**src/rtl/brgbdc_pkg.sv**
```systemverilog
// Shared types and constants for the pushbutton RGB duty controller.
// No dependencies; imported by every module of the block.
`default_nettype none

package brgbdc_pkg;

  // button sample layout
  localparam int unsigned BTN_BITS   = 5;
  localparam int unsigned BTN_BLUE   = 0;
  localparam int unsigned BTN_CLEAR  = 1;
  localparam int unsigned BTN_RED    = 2;
  localparam int unsigned BTN_GREEN  = 3;
  localparam int unsigned BTN_ENABLE = 4;

  // field and word widths
  localparam int unsigned FIELD_BITS    = 10;
  localparam int unsigned CW_BITS       = 32;
  localparam int unsigned CW_ENABLE_BIT = 31;
  localparam int unsigned DIGIT_BITS    = 4;
  localparam int unsigned PCT_BITS      = 7;
  localparam int unsigned IN_DATA_BITS  = 8;
  localparam int unsigned OUT_DATA_BITS = 56;

  // default duty register width
  localparam int unsigned DUTY_BITS_DEF = 10;

  // percent scaling: pct = duty * PCT_SCALE / PCT_DIVISOR
  localparam int unsigned PCT_SCALE   = 100;
  localparam int unsigned PCT_DIVISOR = 1023;

  // configuration port
  localparam int unsigned CFG_IDX_BITS  = 1;
  localparam int unsigned CFG_DATA_BITS = 10;

  typedef enum logic [CFG_IDX_BITS-1:0] {
    CFG_STEP_SIZE = 1'b0,
    CFG_DUTY_MAX  = 1'b1
  } cfg_idx_t;

  localparam logic [CFG_DATA_BITS-1:0] STEP_SIZE_RST = 10'd63;
  localparam logic [CFG_DATA_BITS-1:0] DUTY_MAX_RST  = 10'd1023;

  // two decimal digits of one percentage
  typedef struct packed {
    logic [DIGIT_BITS-1:0] tens;
    logic [DIGIT_BITS-1:0] ones;
  } digits_t;

endpackage : brgbdc_pkg

`default_nettype wire

```
**src/rtl/button_rgb_duty_controller_core.sv**
```systemverilog
// Top level of the pushbutton RGB duty controller: button edge handling,
// duty state, config registers and result register. Depends on brgbdc_pkg
// and brgbdc_pct_digits.
//
// Each request on the in_ stream is one 5-bit pushbutton sample. Rising edges
// against the previous sample step the blue, red and green duties (wrapping to
// zero above duty_max), clear all duties, or toggle the PWM enable, in bit
// order. Every request yields one result: the packed control word and the
// decimal digits of each duty percentage. The block takes one request per
// cycle while not stalled. The updated duty state is registered first, and
// the result built from it then moves into the result register once that
// is free. The state registers stall the input only while a result waits
// and the result register is full. Config writes go to cfg_ only while the
// block is idle; the user must keep to this, the block does not enforce it.
`default_nettype none

module button_rgb_duty_controller_core #(
  parameter int unsigned DUTY_BITS = brgbdc_pkg::DUTY_BITS_DEF
) (
  input  wire logic                                  clk,
  input  wire logic                                  rst_n,
  // sample stream; bits from low: buttons[4:0], zero pad [7:5]
  input  wire logic                                  in_tvalid,
  output      logic                                  in_tready,
  input  wire logic [brgbdc_pkg::IN_DATA_BITS-1:0]   in_tdata,
  // result stream; bits from low: control_word[31:0], red_tens[35:32],
  // red_ones[39:36], green_tens[43:40], green_ones[47:44],
  // blue_tens[51:48], blue_ones[55:52]
  output      logic                                  out_tvalid,
  input  wire logic                                  out_tready,
  output      logic [brgbdc_pkg::OUT_DATA_BITS-1:0]  out_tdata,
  // config write port
  input  wire logic                                  cfg_we,
  input  wire logic [brgbdc_pkg::CFG_IDX_BITS-1:0]   cfg_addr,
  input  wire logic [brgbdc_pkg::CFG_DATA_BITS-1:0]  cfg_wdata
);
  import brgbdc_pkg::*;

  localparam int unsigned SUM_BITS = ((DUTY_BITS > FIELD_BITS) ? DUTY_BITS : FIELD_BITS) + 1;

  // config registers
  logic [CFG_DATA_BITS-1:0] step_size_r;
  logic [CFG_DATA_BITS-1:0] duty_max_r;

  // duty state
  logic [BTN_BITS-1:0]  prev_btn_r, prev_btn_nxt;
  logic [DUTY_BITS-1:0] red_r, red_nxt;
  logic [DUTY_BITS-1:0] green_r, green_nxt;
  logic [DUTY_BITS-1:0] blue_r, blue_nxt;
  logic                 pwm_on_r, pwm_on_nxt;

  // handshake state
  logic pend_r, pend_nxt;
  logic out_valid_r, out_valid_nxt;
  logic [OUT_DATA_BITS-1:0] out_data_r, out_data_nxt;

  logic                 in_fire;
  logic                 out_load;
  logic [BTN_BITS-1:0]  btn;
  logic [BTN_BITS-1:0]  rise;
  logic [DUTY_BITS-1:0] red_base, green_base;
  logic [SUM_BITS-1:0]  red_sum, green_sum, blue_sum;
  logic [DUTY_BITS-1:0] red_adv, green_adv, blue_adv;

  logic [FIELD_BITS-1:0] red_fld, green_fld, blue_fld;
  logic [CW_BITS-1:0]    ctrl_word;
  digits_t               red_dig, green_dig, blue_dig;

  // config writes
  always_ff @(posedge clk) begin
    if (!rst_n) begin
      step_size_r <= STEP_SIZE_RST;
      duty_max_r  <= DUTY_MAX_RST;
    end else if (cfg_we) begin
      unique case (cfg_idx_t'(cfg_addr))
        CFG_STEP_SIZE: step_size_r <= cfg_wdata;
        CFG_DUTY_MAX:  duty_max_r  <= cfg_wdata;
        default: ;
      endcase
    end
  end

  // handshake
  assign out_load  = pend_r && (!out_valid_r || out_tready);
  assign in_tready = !pend_r || out_load;
  assign in_fire   = in_tvalid && in_tready;

  assign btn  = in_tdata[BTN_BITS-1:0];
  assign rise = btn & ~prev_btn_r;

  // step units; a clear earlier in bit order resets red and green first
  assign red_base   = rise[BTN_CLEAR] ? '0 : red_r;
  assign green_base = rise[BTN_CLEAR] ? '0 : green_r;

  assign blue_sum  = SUM_BITS'(blue_r) + SUM_BITS'(step_size_r);
  assign red_sum   = SUM_BITS'(red_base) + SUM_BITS'(step_size_r);
  assign green_sum = SUM_BITS'(green_base) + SUM_BITS'(step_size_r);

  assign blue_adv  = (blue_sum <= SUM_BITS'(duty_max_r)) ? DUTY_BITS'(blue_sum) : '0;
  assign red_adv   = (red_sum <= SUM_BITS'(duty_max_r)) ? DUTY_BITS'(red_sum) : '0;
  assign green_adv = (green_sum <= SUM_BITS'(duty_max_r)) ? DUTY_BITS'(green_sum) : '0;

  // next duty state for an accepted sample
  always_comb begin
    prev_btn_nxt = prev_btn_r;
    red_nxt      = red_r;
    green_nxt    = green_r;
    blue_nxt     = blue_r;
    pwm_on_nxt   = pwm_on_r;
    if (in_fire) begin
      prev_btn_nxt = btn;
      red_nxt      = rise[BTN_RED] ? red_adv : red_base;
      green_nxt    = rise[BTN_GREEN] ? green_adv : green_base;
      if (rise[BTN_CLEAR]) begin
        blue_nxt = '0;
      end else if (rise[BTN_BLUE]) begin
        blue_nxt = blue_adv;
      end
      if (rise[BTN_ENABLE]) begin
        pwm_on_nxt = !pwm_on_r;
      end
    end
  end

  always_ff @(posedge clk) begin
    if (!rst_n) begin
      prev_btn_r <= '0;
      red_r      <= '0;
      green_r    <= '0;
      blue_r     <= '0;
      pwm_on_r   <= 1'b1;
    end else begin
      prev_btn_r <= prev_btn_nxt;
      red_r      <= red_nxt;
      green_r    <= green_nxt;
      blue_r     <= blue_nxt;
      pwm_on_r   <= pwm_on_nxt;
    end
  end

  // result from the updated state
  assign red_fld   = FIELD_BITS'(red_r);
  assign green_fld = FIELD_BITS'(green_r);
  assign blue_fld  = FIELD_BITS'(blue_r);

  assign ctrl_word = {pwm_on_r, 1'b0, red_fld, green_fld, blue_fld};

  brgbdc_pct_digits u_red_pct   (.duty(red_fld),   .digits(red_dig));
  brgbdc_pct_digits u_green_pct (.duty(green_fld), .digits(green_dig));
  brgbdc_pct_digits u_blue_pct  (.duty(blue_fld),  .digits(blue_dig));

  assign out_data_nxt = {blue_dig.ones, blue_dig.tens, green_dig.ones, green_dig.tens,
                         red_dig.ones, red_dig.tens, ctrl_word};

  // pending flag and output valid
  assign pend_nxt      = in_fire || (pend_r && !out_load);
  assign out_valid_nxt = out_load || (out_valid_r && !out_tready);

  always_ff @(posedge clk) begin
    if (!rst_n) begin
      pend_r      <= 1'b0;
      out_valid_r <= 1'b0;
    end else begin
      pend_r      <= pend_nxt;
      out_valid_r <= out_valid_nxt;
    end
  end

  // result payload
  always_ff @(posedge clk) begin
    if (out_load) begin
      out_data_r <= out_data_nxt;
    end
  end

  assign out_tvalid = out_valid_r;
  assign out_tdata  = out_data_r;

`ifndef SYNTHESIS
  // a waiting result with a full output must hold off new samples
  a_stall_blocks_input: assert property (@(posedge clk) disable iff (!rst_n)
    pend_r && out_valid_r && !out_tready |-> !in_tready)
    else $error("sample taken while state and result registers are both full");

  // every taken sample leaves a pending result
  a_fire_pends: assert property (@(posedge clk) disable iff (!rst_n)
    in_fire |=> pend_r)
    else $error("accepted sample did not raise pending");

  // enable bit of a loaded result follows the state it was built from
  a_enable_follows: assert property (@(posedge clk) disable iff (!rst_n)
    out_load |=> out_tdata[CW_ENABLE_BIT] == $past(pwm_on_r))
    else $error("result enable bit does not match state");

  // a clear edge leaves blue at zero
  a_clear_blue: assert property (@(posedge clk) disable iff (!rst_n)
    in_fire && rise[BTN_CLEAR] |=> blue_r == '0)
    else $error("blue duty not cleared");
`endif

endmodule : button_rgb_duty_controller_core

`default_nettype wire

```
**src/rtl/brgbdc_pct_digits.sv**
```systemverilog
// Converts one 10-bit duty field to the tens and ones digits of its percentage.
// Depends on brgbdc_pkg (widths, digits_t).
`default_nettype none

module brgbdc_pct_digits (
  input  wire logic [brgbdc_pkg::FIELD_BITS-1:0] duty,
  output brgbdc_pkg::digits_t                    digits
);
  import brgbdc_pkg::*;

  localparam int unsigned PROD_BITS = FIELD_BITS + PCT_BITS;

  logic [PROD_BITS-1:0]    prod;
  logic [PCT_BITS-1:0]     quo_est;
  logic [FIELD_BITS:0]     rem;
  logic [PCT_BITS-1:0]     pct;
  logic [DIGIT_BITS-1:0]   tens_raw;
  logic [PCT_BITS-1:0]     ones_wide;

  // duty * 100 as shifts and adds (64 + 32 + 4)
  assign prod = (PROD_BITS'(duty) << 6) + (PROD_BITS'(duty) << 5) + (PROD_BITS'(duty) << 2);

  // divide by 1023 = 1024 - 1: estimate by a shift, remainder stays below
  // twice the divisor, so one compare fixes the quotient
  assign quo_est = prod[PROD_BITS-1:FIELD_BITS];
  assign rem     = {1'b0, prod[FIELD_BITS-1:0]} + (FIELD_BITS+1)'(quo_est);
  assign pct     = (rem >= (FIELD_BITS+1)'(PCT_DIVISOR)) ? quo_est + 1'b1 : quo_est;

  // tens by independent threshold compares
  always_comb begin
    tens_raw = '0;
    for (int k = 1; k <= 10; k++) begin
      if (pct >= PCT_BITS'(k * 10)) begin
        tens_raw = DIGIT_BITS'(k);
      end
    end
  end

  assign ones_wide = pct - ((PCT_BITS'(tens_raw) << 3) + (PCT_BITS'(tens_raw) << 1));

  // full scale shows tens as zero
  assign digits.tens = (tens_raw == DIGIT_BITS'(10)) ? '0 : tens_raw;
  assign digits.ones = ones_wide[DIGIT_BITS-1:0];

endmodule : brgbdc_pct_digits

`default_nettype wire
```
**config.mk**
```make
export PLATFORM = sky130hd
export DESIGN_NAME = button_rgb_duty_controller_core
export DESIGN_NICKNAME = d
export VERILOG_FILES = /design/src/rtl/brgbdc_pkg.sv /design/src/rtl/button_rgb_duty_controller_core.sv /design/src/rtl/brgbdc_pct_digits.sv
export SDC_FILE = /design/constraint.sdc
export NUM_CORES = 1
export LEC_CHECK = 0
export BUFFER_PORTS_ARGS = -buffer_cell sky130_fd_sc_hd__buf_2
export CAP_MARGIN = 20
export CORE_MARGIN = 2
export CORE_UTILIZATION = 30
export DETAILED_ROUTE_END_ITERATION = 6
export PLACE_DENSITY = 0.47
export SKIP_CTS_REPAIR_TIMING = 1
export SLEW_MARGIN = 5
export SYNTH_ARGS = -nofsm -noshare
export SYNTH_HDL_FRONTEND = slang
export SYNTH_SLANG_ARGS = --single-unit
export TNS_END_PERCENT = 5
```
**constraint.sdc**
```tcl
create_clock -name clk -period 7.8 [get_ports clk]
set_clock_uncertainty 0.15 [all_clocks]
set_input_delay 0.78 -clock clk [delete_from_list [all_inputs] [get_ports clk]]
set_output_delay 0.78 -clock clk [all_outputs]
set_load 0.02 [all_outputs]
```
==> results.txt, run 1 <==
----------------------------------------------------
[Worst setup path]
  Critical path start-end classification ... reg2reg
  Kind of end point of the critical path ... flop
  Kind of launch point of the worst setup path ... flop
  Slack of the worst reg-to-reg path ... 0.71 ns
  Cell depth of the worst flop-to-flop path ... 28
  End of the worst register-to-register path ... out_tdata[39]
  Maximum single-stage delay on the critical path ... 0.51 ns
  Worst Path Required ... 7.82 ns
  Critical Path Slowest Stage Cell ... sky130_fd_sc_hd__fa_1
  Maximum fanout encountered on the critical timing path ... 5
  Crit Reg-Reg Startpoint ... red_fld[1]
  Most Frequent Cell on Critical Path ... sky130_fd_sc_hd__ha_1
  CP arrival ... 7.12 ns

[Final layout]
  Fraction of final layout cells with drive strength greater than 1 ... 13.37%
  Diodes inserted ... 0
  Total Nets Final ... 1360
  Reg area ... 2813 µm²
  Layout Area Growth over Synthesis ... 14.51%
  Multi-input combinational cell area ... 6949 µm²
  Count of filler cells inserted in the layout ... 3486

[Synthesis]
  Synthesized-area fraction occupied by adder cells ... 20.79%
  Combinational family with the most area after synthesis ... compound AO/OA/AOI/OAI gates
  Compound-Gate Fraction of Synth Area ... 21.53%
  Cell Area, Synth ... 10220 µm²
  Yosys top cell area share ... 16.16%
  Predominant post-synthesis flop cell ... sky130_fd_sc_hd__dfxtp_1
  Main area contributors after synthesis ... sky130_fd_sc_hd__edfxtp_1 (16%), sky130_fd_sc_hd__ha_1 (15%), sky130_fd_sc_hd__dfxtp_1 (11%)
  FF+latch count, synth ... 113
  Top cell type by total area after synthesis ... sky130_fd_sc_hd__edfxtp_1
  Post-synthesis mux area share ... 1.714%
  Share of the synthesized netlist area taken by xor and xnor gates ... 6.992%
  Post-Synthesis Mean Instance Area ... 9.213 µm²
  Number of distinct library cells after synthesis ... 91
  Post-Syn Nets ... 1285
  Top cells by instance count after synthesis ... sky130_fd_sc_hd__ha_1 (125), sky130_fd_sc_hd__inv_1 (88), sky130_fd_sc_hd__nand2_1 (82)
  Sequential cell area fraction in the yosys report ... 27.53%
  Cell with the most instances after synthesis ... sky130_fd_sc_hd__ha_1
  Synthesized netlist cell count ... 1109
  Basic-gate share of the synthesized area counting and, or, nand and nor cells ... 16.73%
  Number of warnings reported in the yosys synthesis log ... 0
  Async S/R FF share, synth ... 0%
  Number of flops mapped to enable cells by yosys ... 55

[Hold path]
  Hold Crit Class ... reg2reg
  WHS Endpoint ... out_tdata[31]
  WHS Path Cells ... 0
  Hold_sp ... pwm_on_r

[STA]
  Slew Limit Fails ... 0
  Final Cycle Share ... 90.94%
  Post-route worst setup slack ... 0.7063 ns
  Hold violation total from the final report ... 0
  Smallest hold slack ... 0.3133 ns
  Finish-stage setup viols ... 0
  Pin slew with the least headroom to its limit ... 1.067 ns
  Post-layout min period ... 7.094 ns
  Total Neg Setup Slack ... 0 ns
  Worst slew margin ... 28.40%
  Setup repair after global routing missed its margin ... false
  Upper clock frequency limit ... 141.0 MHz

[Placed design]
  Setup slack at placement ... 0.4311 ns
  Total of buffers placed on input and output ports ... 77
  Half-perimeter wire length after detailed placement ... 19370 µm
  Final estimated routing congestion in global placement ... 0.7920

[Floorplanning]
  Die width ... 188.5 µm
  Floorplan die area ... 35550 µm²
  Die height ... 188.5 µm
  Effective utilization at floorplan ... 30.47%
  Placeable core region ... 33530 µm²
  Cell row count ... 67
  Boundary pin count ... 82

[Clock network]
  CTS buffer count ... 17
  Clock root cell ... sky130_fd_sc_hd__clkbuf_16
  Worst-path clk slew ... 0.05 ns
  Later-pin clock latency in the skew report ... 0.43 ns
  CTS HTree Levels ... 4
  TritonCTS clock tree ... done
  Count of clock tree sinks ... 113
  Clock tree buffer depth ... 2

[Drt]
  Number of remaining DRC errors ... 0
  Wire length on met1 ... 12450 µm
  Violation count after the first detailed-routing iteration ... 360
  DR WL/cell ... 15.29 µm
  Via-to-Cell Ratio ... 4.962
  Detailed Route WL ... 25160 µm
  Wire length on met3 ... 754 µm
  Met2 wire length ... 11670 µm
  Highest metal layer with signal wires ... met5
  Total via count in the routed design ... 8163
  First-pass iteration count of the detailed router ... 4
  DRT antenna net count ... 0

[Power and ir drop]
  Total power per unit cell area ... 173.2 nW/µm²
  IR Drop Worst-Case VDD ... 0.1651 mV
  Leakage power ... 5.110 nW

[GRT]
  Remaining global-route overflow ... 0
  Initial antenna violation count ... 1
  First-pass GRT wire length ... 41460 µm
  GRT Overall Usage ... 14.65%
  Largest net degree at the start of global routing ... 59
  Via count of the first global-routing pass ... 7971

[Run]
  Max-cap viol count ... 0

[Status]
  Result of the run ... finished, final reports clean

----------------------------------------------------
-- worst max-delay path by stage --
stage,startpoint,endpoint,slack [ns],cells after the start
floorplan,red_fld[1],out_tdata[39],1.13,28
global placement,red_fld[1],out_tdata[39],0.52,28
detailed placement,red_fld[1],out_tdata[39],0.43,28
CTS,red_fld[1],out_tdata[39],0.38,28
global route,red_fld[1],out_tdata[39],0.0003,28
finish,red_fld[1],out_tdata[39],0.71,28
-- metal layers --
metal  vias to the layer above  track usage, %
met1                      3843           19.62
met5                         -               0
met4                         2           3.666
met3                        16           3.073
met2                       102           24.05
li1                       4200               -
-- cells by family after synthesis --
group / Yosys count
buffers and inverters: 122
muxes: 17
other: 1
and+or+nand+nor: 329
DFF: 113
xor gates and xnor gates: 79
AOI/OAI and AO/OA: 294
adders and majority gates: 154
-- flip-flops by register name, summed over array words and instances, names as in the netlist --
name and flops:
prev_btn_r 5, out_tvalid 1, blue_fld 10, pwm_on_r 1, red_fld 10, pend_r 1
out_tdata 55, step_size_r 10, green_fld 10, duty_max_r 10
-- layout make-up --
class | count | area share, %
multi-input combinational | 874 | 59.39
sequential | 113 | 24.04
tap | 448 | 4.791
clock buffer | 25 | 4.502
timing repair buffer | 88 | 4.000
inverter | 90 | 2.887
clock inverter | 7 | 0.3850
-- critical path: cells and delay by family, from the launching register on --
family          cells  cell delay, ns
compound gates     11            2.17
buf+inv             3            0.35
simple gates        5            1.10
fa+ha+maj           5            1.77
flops               1            0.45
xor+xnor            4            0.85
-- power breakdown --
part	switching [W]	total [W]	internal [W]	leakage (nW)
Sequential	0.0000360	0.000703	0.000667	1.01
Combinational	0.000337	0.000577	0.000239	3.82
Clock	0.000280	0.000746	0.000466	0.286
-- layout by cell type (no fill, tap or decap), types with 18 or more instances in the layout --
cell type and instances:
sky130_fd_sc_hd__edfxtp_1 55, sky130_fd_sc_hd__nor2b_1 50, sky130_fd_sc_hd__fa_1 27, sky130_fd_sc_hd__o211ai_1 18
sky130_fd_sc_hd__nor2_1 62, sky130_fd_sc_hd__inv_1 88, sky130_fd_sc_hd__o21ai_0 19, sky130_fd_sc_hd__a22oi_1 33
sky130_fd_sc_hd__xnor2_1 58, sky130_fd_sc_hd__buf_2 77, sky130_fd_sc_hd__dfxtp_1 58, sky130_fd_sc_hd__o21a_1 28
sky130_fd_sc_hd__nand2_1 82, sky130_fd_sc_hd__clkbuf_16 18, sky130_fd_sc_hd__a21oi_1 55, sky130_fd_sc_hd__nand3_1 27
sky130_fd_sc_hd__a21o_1 19, sky130_fd_sc_hd__o21bai_1 20, sky130_fd_sc_hd__ha_1 125
-- per-stage QoR --
step	cells	utilization, %	total power [W]	instance area [µm²]
6_report	1645	34.89	0.002026	11700
5_1_grt	1645	34.89	0.002168	11700
4_1_cts	1645	34.85	0.002058	11690
3_5_place_dp	1613	33.14	0.001295	11110
3_3_place_gp	1613	33.14	0.001289	11110
2_1_floorplan	1109	-	0.001155	10220
No activity file was read; power rests on OpenSTA's default activity.
==> run 2: changes to the inputs <==
--- a/config.mk
+++ b/config.mk
@@ -7,12 +7,11 @@
 export LEC_CHECK = 0
 export BUFFER_PORTS_ARGS = -buffer_cell sky130_fd_sc_hd__buf_2
 export CAP_MARGIN = 20
-export CORE_MARGIN = 2
 export CORE_UTILIZATION = 30
 export DETAILED_ROUTE_END_ITERATION = 6
 export PLACE_DENSITY = 0.47
 export SKIP_CTS_REPAIR_TIMING = 1
-export SLEW_MARGIN = 5
+export SLEW_MARGIN = 20
 export SYNTH_ARGS = -nofsm -noshare
 export SYNTH_HDL_FRONTEND = slang
 export SYNTH_SLANG_ARGS = --single-unit
==> constraint.sdc (replaced) <==
create_clock -name clk -period 7.2 [get_ports clk]
set_clock_uncertainty 0.15 [all_clocks]
set_input_delay 0.72 -clock clk [delete_from_list [all_inputs] [get_ports clk]]
set_output_delay 0.72 -clock clk [all_outputs]
set_load 0.02 [all_outputs]
==> run 2 against run 1 <==
Effect of this change:
- the run now ends with DRC left
- cell count is 1.7% higher
- highest routed layer unchanged
- die area down 2.1%
- first-iteration DRC count rose by 13%
- sequential share of layout area down 0.55 points
- critical endpoint is now out_tdata[47]
- count of clock-buffer cells in the layout decreased by 8
- register-to-register slack worse by 0.22 ns
- via count grew 0.60%
- worst setup slack worse by 0.22 ns
- global-route usage grew 0.29 points
- critical path type unchanged
- largest power group unchanged
- clock power up 18%
- design area is 2.3% higher
==> results.txt, run 2 (synthesis gave the netlist of run 1 again) <==
----------------------------------------------------
[Worst setup path]
  Critical path start-end classification ... reg2reg
  Critical Path Slowest Stage Cell ... sky130_fd_sc_hd__fa_1
  Total buffers and inverters traversed by the critical path ... 1
  Worst Path Required ... 7.23 ns
  CP arrival ... 6.74 ns
  Maximum single-stage delay on the critical path ... 0.56 ns
  Kind of launch point of the worst setup path ... flop
  Kind of end point of the critical path ... flop
  CP top delay family ... adder cells
  Maximum fanout encountered on the critical timing path ... 6

[Status]
  Failing checks ... DRC
  Result of the run ... finished with violations

[Final layout]
  Multi-input combinational cell area ... 6977 µm²
  Count of filler cells inserted in the layout ... 3468
  Max reg flops ... 55
  Commonest cells after routing, fill and taps aside ... sky130_fd_sc_hd__ha_1 (125), sky130_fd_sc_hd__inv_1 (88), sky130_fd_sc_hd__nand2_1 (82)
  Commonest non-fill, non-tap cell in the layout ... sky130_fd_sc_hd__ha_1
  Total Nets Final ... 1388
  Reg area ... 2813 µm²
  Fraction of final layout cells with drive strength greater than 1 ... 15.76%
  Layout Area Growth over Synthesis ... 17.18%
  Fraction of the core area covered by cells at the end of the flow ... 35.71%
  Diodes inserted ... 0

[STA]
  Finish-stage setup viols ... 0
  Hold violation total from the final report ... 0
  Total Neg Setup Slack ... 0 ns
  Worst slew margin ... 34.41%
  Upper clock frequency limit ... 149.1 MHz
  Final Cycle Share ... 93.18%
  Pin slew with the least headroom to its limit ... 0.9773 ns
  Slew Limit Fails ... 0
  Setup repair after global routing missed its margin ... false
  Post-layout min period ... 6.709 ns

[Power and ir drop]
  Leakage power ... 5.254 nW
  Fraction of power consumed by the clock network ... 38.5%
  Combinational power share ... 28.5%
  IR Drop Worst-Case VDD ... 0.1718 mV
  Sw power ... 0.0007434 W
  Total power per unit cell area ... 190.8 nW/µm²
  Sw Ratio ... 32.53%
  Share of power burned in registers ... 32.9%
  Internal Dissipation ... 0.001542 W
  Total power of the final layout ... 0.002285 W

[Clock network]
  Clock tree buffer depth ... 2
  Clock root cell ... sky130_fd_sc_hd__clkbuf_16
  Count of clock tree sinks ... 113
  Later-pin clock latency in the skew report ... 0.43 ns
  TritonCTS clock tree ... done
  Worst-path clk slew ... 0.06 ns
  CTS buffer count ... 17
  CTS HTree Levels ... 4

[Floorplanning]
  Cell row count ... 67
  Boundary pin count ... 82
  Die height ... 186.5 µm
  Floorplan die area ... 34800 µm²
  Effective utilization at floorplan ... 30.47%
  Placeable core region ... 33530 µm²
  Die width ... 186.5 µm

[Run]
  Max-cap viol count ... 0

[Drt]
  DR WL/cell ... 15.04 µm
  DRT antenna net count ... 0
  Violation count after the first detailed-routing iteration ... 405
  Detailed Route WL ... 25160 µm
  First-pass iteration count of the detailed router ... 7
  Via-to-Cell Ratio ... 4.909
  Number of remaining DRC errors ... 4
  Total via count in the routed design ... 8212

[GRT]
  GRT met2 Usage ... 24.23%
  Global-route track usage on met1 ... 20.12%
  Remaining global-route overflow ... 0
  Largest net degree at the start of global routing ... 59
  Via count of the first global-routing pass ... 8003
  Initial antenna violation count ... 1
  Global-route layer with the greatest usage ... met2
  GRT Overall Usage ... 14.94%
  Global-route met3 utilization ... 3.141%
  First-pass GRT wire length ... 41640 µm

[Hold path]
  Hold Crit Class ... reg2reg

[Placed design]
  Total of buffers placed on input and output ports ... 77
  Half-perimeter wire length after detailed placement ... 19510 µm
  Final estimated routing congestion in global placement ... 0.8079

----------------------------------------------------
-- run 2: cell count changes in the layout (fill, tap and decap cells not counted), moves of 3 or more --
cell	change
sky130_fd_sc_hd__clkinv_4	+3
sky130_fd_sc_hd__buf_4	+28
sky130_fd_sc_hd__inv_6	+3
sky130_fd_sc_hd__inv_4	-3
sky130_fd_sc_hd__bufinv_16	+3
sky130_fd_sc_hd__clkbuf_8	-5
-- run 2: metrics by stage --
step | worst slack (ns) | instance area (µm²) | hold WS (ns) | std cells
global placement | 0.4011 | 11320 | 0.2900 | 1641
global route | 0.003389 | 11970 | 0.3180 | 1673
CTS | 0.3577 | 11930 | 0.3128 | 1673
floorplan | 0.5267 | 10220 | 0.2792 | 1109
detailed placement | 0.3709 | 11320 | 0.3000 | 1641
finish | 0.4909 | 11970 | 0.3110 | 1673
-- run 2: power groups by stage --
stage,Sequential [W],Clock (W),Combinational [W]
after CTS,0.000755,0.000909,0.000653
after global placement,0.000768,0,0.000644
after detailed placement,0.000768,0,0.000649
final,0.000753,0.000880,0.000652
after floorplan,0.000789,0,0.000462
after global routing,0.000758,0.000934,0.000739
-- run 2: final timing paths --
kind | startpoint | to | slack, ns | depth (start not counted)
setup / recovery | green_fld[0] | out_tdata[47] | 0.49 | 27
hold / removal | pwm_on_r | out_tdata[31] | 0.31 | 0
setup reg to reg | green_fld[0] | out_tdata[47] | 0.49 | 27
hold reg to reg | pwm_on_r | out_tdata[31] | 0.31 | 0
-- run 2: metal layers --
| metal | wire [µm] | part of all wire [%] |
|---|---|---|
| met5 | 8 | 0.032 |
| met4 | 280 | 1.1 |
| met3 | 614 | 2.4 |
| met2 | 11650 | 46 |
| met1 | 12600 | 50 |
-- run 2: area by class of cell --
type | instances | share of cell area, %
clock buffers | 17 | 3.553
clock inverters | 15 | 1.515
inverters | 90 | 2.822
multi-input cells | 874 | 58.27
flip-flops and latches | 113 | 23.49
well taps | 448 | 4.682
repair buffers | 116 | 5.664
==> run 3: changes to the inputs <==
--- a/config.mk
+++ b/config.mk
@@ -9,7 +9,7 @@
 export CAP_MARGIN = 20
 export CORE_UTILIZATION = 30
 export DETAILED_ROUTE_END_ITERATION = 6
-export PLACE_DENSITY = 0.47
+export PLACE_DENSITY = 0.53
 export SKIP_CTS_REPAIR_TIMING = 1
 export SLEW_MARGIN = 20
 export SYNTH_ARGS = -nofsm -noshare
==> run 3 against run 2 <==
Effect of this change:
- the run now ends clean
- clock power decreased by 6.6%
- die area unchanged
- largest power group unchanged
- via count grew 1.2%
- sequential share of layout area rose by 0.21 points
- global-route usage decreased by 0.31 points
- first-iteration DRC count increased by 19%
==> results.txt, run 3 (synthesis gave the netlist of run 1 again) <==
----------------------------------------------------
[Final layout]
  Layout Area Growth over Synthesis ... 16.18%
  Total Nets Final ... 1383
  Filler-free cell count of the finished design ... 1669
  Max reg flops ... 55
  Commonest non-fill, non-tap cell in the layout ... sky130_fd_sc_hd__ha_1
  Count of filler cells inserted in the layout ... 3489
  Fraction of final layout cells with drive strength greater than 1 ... 15.41%
  Commonest cells after routing, fill and taps aside ... sky130_fd_sc_hd__ha_1 (125), sky130_fd_sc_hd__inv_1 (88), sky130_fd_sc_hd__nand2_1 (82)

[GRT]
  Largest net degree at the start of global routing ... 59
  Initial antenna violation count ... 2
  First-pass GRT wire length ... 40940 µm
  GRT Overall Usage ... 14.63%
  Remaining global-route overflow ... 0
  Via count of the first global-routing pass ... 7949

[Floorplanning]
  Die width ... 186.5 µm
  Placeable core region ... 33530 µm²
  Effective utilization at floorplan ... 30.47%
  Floorplan die area ... 34800 µm²
  Die height ... 186.5 µm
  Cell row count ... 67
  Boundary pin count ... 82

[Worst setup path]
  Maximum fanout encountered on the critical timing path ... 7
  Maximum single-stage delay on the critical path ... 0.55 ns
  Worst Path Required ... 7.24 ns
  Kind of end point of the critical path ... flop
  Total buffers and inverters traversed by the critical path ... 3
  CP top delay family ... compound AO/OA/AOI/OAI gates
  Critical path start-end classification ... reg2reg
  Kind of launch point of the worst setup path ... flop
  Most Frequent Cell on Critical Path ... sky130_fd_sc_hd__ha_1
  CP arrival ... 6.68 ns
  Critical Path Slowest Stage Cell ... sky130_fd_sc_hd__fa_1

[Run]
  Max-cap viol count ... 0

[Clock network]
  Clock root cell ... sky130_fd_sc_hd__clkbuf_16
  Later-pin clock latency in the skew report ... 0.43 ns
  TritonCTS clock tree ... done
  Clock tree buffer depth ... 2
  Count of clock tree sinks ... 113
  CTS buffer count ... 17
  Worst-path clk slew ... 0.07 ns
  CTS HTree Levels ... 4

[Status]
  Result of the run ... finished, final reports clean

[Drt]
  Detailed Route WL ... 24830 µm
  Violation count after the first detailed-routing iteration ... 480
  First-pass iteration count of the detailed router ... 5
  DRT antenna net count ... 0
  Via-to-Cell Ratio ... 4.979
  Total via count in the routed design ... 8310
  DR WL/cell ... 14.88 µm
  Number of remaining DRC errors ... 0

[Power and ir drop]
  Leakage power ... 5.212 nW
  Total power per unit cell area ... 186.8 nW/µm²
  Total power of the final layout ... 0.002218 W
  IR Drop Worst-Case VDD ... 0.1722 mV

[Placed design]
  Final estimated routing congestion in global placement ... 0.8063
  Half-perimeter wire length after detailed placement ... 18940 µm
  Inst Count DP ... 1634
  Total of buffers placed on input and output ports ... 77

[STA]
  Post-layout min period ... 6.638 ns
  Finish-stage setup viols ... 0
  Final Cycle Share ... 92.19%
  Smallest hold slack ... 0.3162 ns
  Upper clock frequency limit ... 150.6 MHz
  Pin slew with the least headroom to its limit ... 0.9617 ns
  Hold violation total from the final report ... 0
  Total Neg Setup Slack ... 0 ns
  Worst slew margin ... 35.46%
  Slew Limit Fails ... 0
  Setup repair after global routing missed its margin ... false

[Hold path]
  Hold Crit Class ... reg2reg

----------------------------------------------------
-- run 3: cell count changes in the layout (fill, tap and decap cells not counted), moves of 3 or more --
| cell | previous run | this run |
|---|---|---|
| sky130_fd_sc_hd__inv_4 | 0 | 3 |
| sky130_fd_sc_hd__clkinv_4 | 4 | 1 |
| sky130_fd_sc_hd__bufinv_16 | 3 | 0 |
| sky130_fd_sc_hd__buf_4 | 39 | 34 |
| sky130_fd_sc_hd__inv_8 | 0 | 3 |
-- run 3: worst register-to-register path, delay by kind of cell, from the launching register on --
kind	cells	cell delay (ns)
compound gates	10	1.83
fa+ha+maj	5	1.80
simple gates	8	1.25
flops	1	0.43
buf+inv	3	0.37
xor+xnor	2	0.29
mux	1	0.27
-- run 3: layout make-up --
cell class	count	area, µm²	area share (%)
antenna	1	2.502	0.02108
clock buffer	18	439.2	3.700
sequential	113	2814	23.71
clock inverter	14	120.1	1.012
tap	448	560.5	4.722
multi-input combinational	874	6955	58.60
inverter	90	337.8	2.846
timing repair buffer	111	640.6	5.397
-- run 3: power breakdown --
group	internal, W	switching (W)
registers	0.000723	0.0000348
logic	0.000269	0.000368
clock network	0.000461	0.000361
-- run 3: metrics by stage --
step,setup WS [ns],cell area (µm²),utilization [%]
after floorplan,0.5267,10220,-
after CTS,0.3225,11830,35.28
final,0.5620,11870,35.40
after detailed placement,0.3227,11270,33.61
after global routing,0.01140,11870,35.40
after global placement,0.4399,11270,33.61
-- run 3: metal layers --
metal  vias to the layer above  part of all wire (%)  GRT usage (%)  wire [µm]
li1                       4240                     -              -          -
met1                      3918                    48          19.28      11880
met2                       126                    48          24.14      11800
met3                        24                   3.2          2.765        791
met4                         2                   1.4          4.540        348
met5                         -                 0.040              0         10
-- run 3: final timing paths --
check | startpoint | to | slack (ns) | depth (start not counted)
worst max-delay path | green_fld[1] | out_tdata[47] | 0.56 | 29
worst min-delay path | prev_btn_r[0] | prev_btn_r[0] | 0.32 | 2
worst max register to register | green_fld[1] | out_tdata[47] | 0.56 | 29
worst min register to register | prev_btn_r[0] | prev_btn_r[0] | 0.32 | 2
